--- src/hw/rtl/tsca_pkg.sv ---
// Shared types, codes and the next-state rule of the three-state cell grid engine.
// No dependencies; imported by every module of the block.
`default_nettype none

package tsca_pkg;

  localparam int GRID_WIDTH_DEF  = 128;
  localparam int GRID_HEIGHT_DEF = 128;
  localparam int COORD_W         = 7;

  localparam logic [1:0] OP_WRITE   = 2'd0;
  localparam logic [1:0] OP_COMPUTE = 2'd1;
  localparam logic [1:0] OP_COMMIT  = 2'd2;
  localparam logic [1:0] OP_READ    = 2'd3;

  localparam logic [1:0] ST_OFF   = 2'd0;
  localparam logic [1:0] ST_ON    = 2'd1;
  localparam logic [1:0] ST_DYING = 2'd2;

  localparam logic [3:0] BIRTH_COUNT = 4'd2;

  // Neighbour offset codes: minus one, zero, plus one.
  localparam logic [1:0] OFS_LO  = 2'd0;
  localparam logic [1:0] OFS_MID = 2'd1;
  localparam logic [1:0] OFS_HI  = 2'd2;

  typedef struct packed {
    logic [1:0]         operation;
    logic [COORD_W-1:0] col;
    logic [COORD_W-1:0] row;
    logic [1:0]         cell_value;
  } tsca_in_t;

  typedef struct packed {
    logic [COORD_W-1:0] out_col;
    logic [COORD_W-1:0] out_row;
    logic [1:0]         cell_state;
    logic [3:0]         live_neighbours;
  } tsca_out_t;

  function automatic logic [1:0] next_cell(input logic [1:0] cs, input logic [3:0] n);
    logic [1:0] ns;
    ns = ST_OFF;
    if (cs == ST_OFF && n == BIRTH_COUNT) begin
      ns = ST_ON;
    end else if (cs == ST_ON) begin
      ns = ST_DYING;
    end
    return ns;
  endfunction

endpackage

`default_nettype wire

--- src/hw/rtl/tsca_nbr.sv ---
// Neighbour address unit: wraps the center row/column by an offset code and forms
// the linear cell address. Depends on tsca_pkg for the offset codes.
`default_nettype none

module tsca_nbr #(
  parameter int GRID_WIDTH  = tsca_pkg::GRID_WIDTH_DEF,
  parameter int GRID_HEIGHT = tsca_pkg::GRID_HEIGHT_DEF,
  parameter int CW          = $clog2(GRID_WIDTH),
  parameter int RW          = $clog2(GRID_HEIGHT),
  parameter int AW          = $clog2(GRID_WIDTH * GRID_HEIGHT)
) (
  input  logic [CW-1:0] col,
  input  logic [RW-1:0] row,
  input  logic [1:0]    dc,
  input  logic [1:0]    dr,
  output logic [AW-1:0] addr
);
  import tsca_pkg::*;

  localparam logic [CW-1:0] COL_LAST = CW'(GRID_WIDTH - 1);
  localparam logic [RW-1:0] ROW_LAST = RW'(GRID_HEIGHT - 1);

  logic [CW-1:0] nc;
  logic [RW-1:0] nr;

  always_comb begin
    case (dc)
      OFS_LO:  nc = (col == '0) ? COL_LAST : CW'(col - CW'(1));
      OFS_HI:  nc = (col == COL_LAST) ? '0 : CW'(col + CW'(1));
      default: nc = col;
    endcase
    case (dr)
      OFS_LO:  nr = (row == '0) ? ROW_LAST : RW'(row - RW'(1));
      OFS_HI:  nr = (row == ROW_LAST) ? '0 : RW'(row + RW'(1));
      default: nr = row;
    endcase
  end

  assign addr = AW'(AW'(nr) * AW'(GRID_WIDTH)) + AW'(nc);

endmodule

`default_nettype wire

--- config.mk ---
export PLATFORM = sky130hd
export DESIGN_NAME = tsca_nbr
export DESIGN_NICKNAME = d
export VERILOG_FILES = /design/src/hw/rtl/tsca_pkg.sv /design/src/hw/rtl/tsca_nbr.sv
export SDC_FILE = /design/constraint.sdc
export NUM_CORES = 1
export LEC_CHECK = 0
export BUFFER_PORTS_ARGS = -buffer_cell sky130_fd_sc_hd__buf_2
export CAP_MARGIN = 20
export CORE_MARGIN = 3
export CORE_UTILIZATION = 45
export DETAILED_ROUTE_END_ITERATION = 10
export MAX_ROUTING_LAYER = met4
export PLACE_DENSITY = 0.77
export SYNTH_ARGS = -nofsm -noshare
export SYNTH_HDL_FRONTEND = slang
export SYNTH_SLANG_ARGS = --single-unit
--- constraint.sdc ---
create_clock -name vclk -period 1.3
set_input_delay 0.065 -clock vclk [all_inputs]
set_output_delay 0.065 -clock vclk [all_outputs]
set_load 0.03 [all_outputs]
==> summary.txt, run 1 <==
Run status
  – Tool Error: [ERROR DPL-0033] detailed placement checks failed during check placement.
  – Failing step: clock tree synthesis (4_1_cts)
  – Status: stopped before the end

Placed design
  – Post-Place Cells: 181
  – RePlAce Congestion: 0.887
  – Port bufs: 32
  – Post-DP HPWL: around 2200 um

Floorplan
  – Die Width: about 46 um
  – Row cnt: 13
  – Die span in y: ~46 um
  – Starting Density: 0.516
  – Ports: 32

Clocking
  – CTS resizes: 34
  – Post-CTS Repair Setup Buffers: 2
  – CTS hold repair buffers: 0

Yosys
  – Mapped Cells: 110
  – Synth warn: 0
  – Cell Area, Synth: 722 sq um
  – Mean Syn Cell Area: 6.56 sq um
  – Unique masters post-synth: between 40 and 50
  – Sequential area share after synthesis: 0
  – Post-synth net total: between 100 and 150
[Yosys cell counts (2+ instances only)]
master,count,area share
a21oi_1,9,0.062
inv_1,8,0.042
o21ai_0,7,0.049
nand2_1,6,0.031
nand3_1,6,0.042
nor2_1,6,0.031
ha_1,5,0.087
xor2_1,5,0.061
o32ai_1,4,0.049
a31oi_1,3,0.026
buf_2,3,0.021
nand2b_1,3,0.026
nand4_1,3,0.026
nor2b_1,3,0.026
nor3_1,3,0.021
o41ai_1,3,0.036
a211o_1,2,0.024
a22oi_1,2,0.021
a41oi_1,2,0.024
buf_1,2,0.010
nor4_1,2,0.017
o2bb2ai_1,2,0.024
or2_2,2,0.017
[logic make-up after synthesis]
family                     count (synthesis)  synth area share
xor gates and xnor gates                   6            0.0728
muxes                                      1            0.0139
and+or+nand+nor                           40             0.314
AOI/OAI and AO/OA                         43             0.419
adders and majority gates                  5            0.0867
buffers and inverters                     15            0.0936
[per-stage QoR]
stage               worst slack, ns  hold slack (ns)   util  instance area (sq um)  setup TNS, ns
detailed placement           -0.373            0.519  0.870                   1220          -2.41
global placement             -0.347            0.514  0.870                   1220          -2.17
floorplan                    -0.151            0.231      -                    843         -0.617
==> inputs of run 2 (changes only) <==
Settings changed: CORE_AREA set to 3 3 64 66, CORE_MARGIN 3 to unset, CORE_UTILIZATION 45 to unset, DIE_AREA set to 0 0 67 69, MAX_ROUTING_LAYER met4 to unset, PLACE_DENSITY 0.77 to unset, PLACE_DENSITY_LB_ADDON set to 0.15.
Clock period 1.3 ns to 1.7 ns, I/O delays scaled along.
==> summary.txt, run 2 <==
Run status
  – Status: finished, final reports clean

Yosys
  – Mean Syn Cell Area: 6.56 sq um
  – Post-synth net total: 133
  – Unique masters post-synth: 42
  – Synth top cells by count: 9 x a21oi_1, 8 x inv_1, 7 x o21ai_0
  – Cell Area, Synth: 722 sq um
  – Synth top area cells: ha_1 8.7%, a21oi_1 6.2%, xor2_1 6.1%, o21ai_0 4.9%, o32ai_1 4.9%
  – Top-count cell post-synth: a21oi_1
  – Synth warn: 0
  – Mapped Cells: 110
  – Yosys top cell area share: 0.0867
  – Post-synth top area cell: ha_1
  – Sequential area share after synthesis: 0

Global route
  – First-pass GRT wire length: around 3900 um
  – Largest net degree at the start of global routing: 17
  – Number of global-route vias before repair: 848
  – Total track usage: 0.0978
  – Initial antenna violation count: 0
  – Aggregate global routing overflow: 0

Placed design
  – Post-DP HPWL: 1860 um
  – Post-Place Cells: between 150 and 200
  – Port bufs: 32
  – RePlAce Congestion: roughly 0.8

Final layout
  – Area Growth Syn to Fin: 42.6%
  – Post-route insts no fill: 193
  – Diodes inserted: 0
  – Most frequent cells in the layout: 29 x buf_2, 11 x buf_4, 9 x a21oi_1
  – Seq Cell Count: 0
  – Share of cells above drive strength 1: 0.372
  – Clkbuf count: 0
  – Total Nets Final: 170
  – Register area: 0 sq um
  – Most common cell after layout, fill and taps aside: buf_2

Timing
  – Worst slew pin tran: around 0.48 ns
  – Tmin final: 1.64 ns
  – Final Hold Vio Count: 0
  – Setup TNS: 0 ns
  – RSZ-0062 raised after global routing: false
  – Final Max Slew Viols: 0
  – Number of setup violations in the final report: 0
  – Rel. slew slack: 0.671
  – Final period util: 0.967
  – Fmax: slightly above 600 MHz

Power and ir drop
  – Leak: approximately 0.44 nW
  – Pwr Density: 277 nW/um^2
  – Peak VDD IR: 0.0958 mV

Detailed routing
  – Vias: 949
  – Routed WL: 2280 um
  – First-pass DRT Iterations: 4
  – Via density: 4.92
  – Post-route DRC: 0
  – Routed len/inst: around 12 um
  – Initial DRC count: 62
  – Antenna-violating nets left: 0

Critical path
  – CP max FO: 2
  – Critical Path AT: about 1.6 ns
  – CP Capture Type: output port
  – Worst EP required: 1.62 ns
  – CP Launch Type: input port
  – WS Path Type: input port to output port

Floorplan
  – Starting Density: 0.199
  – Die Width: 67 um
  – DIE AREA: 4620 sq um
  – Total core area: 3630 sq um
  – Ports: 32
  – Row cnt: 22
  – Die span in y: about 69 um

Run
  – Max-Cap Viols: 0

Clocking
  – CTS hold repair buffers: 0

Min path
  – Hold Path Class: input port to output port
-- run 2: where the power goes --
part           internal (mW)  leakage, nW  switching [mW]
sequential                 0            0               0
clock                      0            0               0
combinational          0.107        0.440           0.179
total                  0.107        0.440           0.179
-- run 2: final timing paths --
kind | start | to | depth (start not counted)
worst min-delay path | col[6] | addr[6] | 3
worst max-delay path | row[0] | addr[10] | 8
-- run 2: cell families (layout without fill, tap and decap cells) --
group / Yosys count / count (layout) / share of synthesized area
AO/OA/AOI/OAI: 43 / 43 / 0.419
AND/OR/NAND/NOR: 40 / 40 / 0.314
buffers and inverters: 15 / 50 / 0.0936
XOR/XNOR: 6 / 6 / 0.0728
adder cells (fa/ha/maj): 5 / 5 / 0.0867
multiplexers: 1 / 1 / 0.0139
-- run 2: routing by layer --
metal / part of all wire / global-route usage / wire [um]
met5: 0 / 0 / 0
met3: 0.040 / 0 / 91
met1: 0.48 / 0.145 / 1080
met2: 0.48 / 0.167 / 1110
met4: 0 / 0 / 0
-- run 2: through the flow --
step | utilization | hold slack [ns] | cell area [sq um] | setup WS, ns | total power [mW]
after floorplan | - | 0.313 | 744 | 0.0233 | 0.178
after CTS | 0.275 | 0.537 | 1000 | 0.00447 | 0.280
after global placement | 0.274 | 0.540 | 995 | -0.0118 | 0.276
after global routing | 0.283 | 0.565 | 1030 | 0.00314 | 0.314
after detailed placement | 0.274 | 0.537 | 995 | -0.0405 | 0.276
final | 0.283 | 0.531 | 1030 | 0.0568 | 0.286
-- run 2: what timing repair did --
action,4_1_cts,5_1_grt
pin swaps,1,4
buffers inserted,0,1
setup endpoints to repair,1,3
resized for setup,2,8
-- run 2: cell type report --
cell class	instances	area (sq um)
Fill cell	420	2600
Inverter	8	30.0
Multi-Input combinational cell	95	689
Tap cell	48	60.1
Timing Repair Buffer	42	250
-- run 2: critical path, cell delays in order --
cell and delay, ns:
buf_2 0.11, inv_2 0.06, ha_4 0.12, or4b_1 0.43, a211o_1 0.31, a211oi_2 0.18, a211o_1 0.14, buf_6 0.13
(Power assumes the default switching activity.)
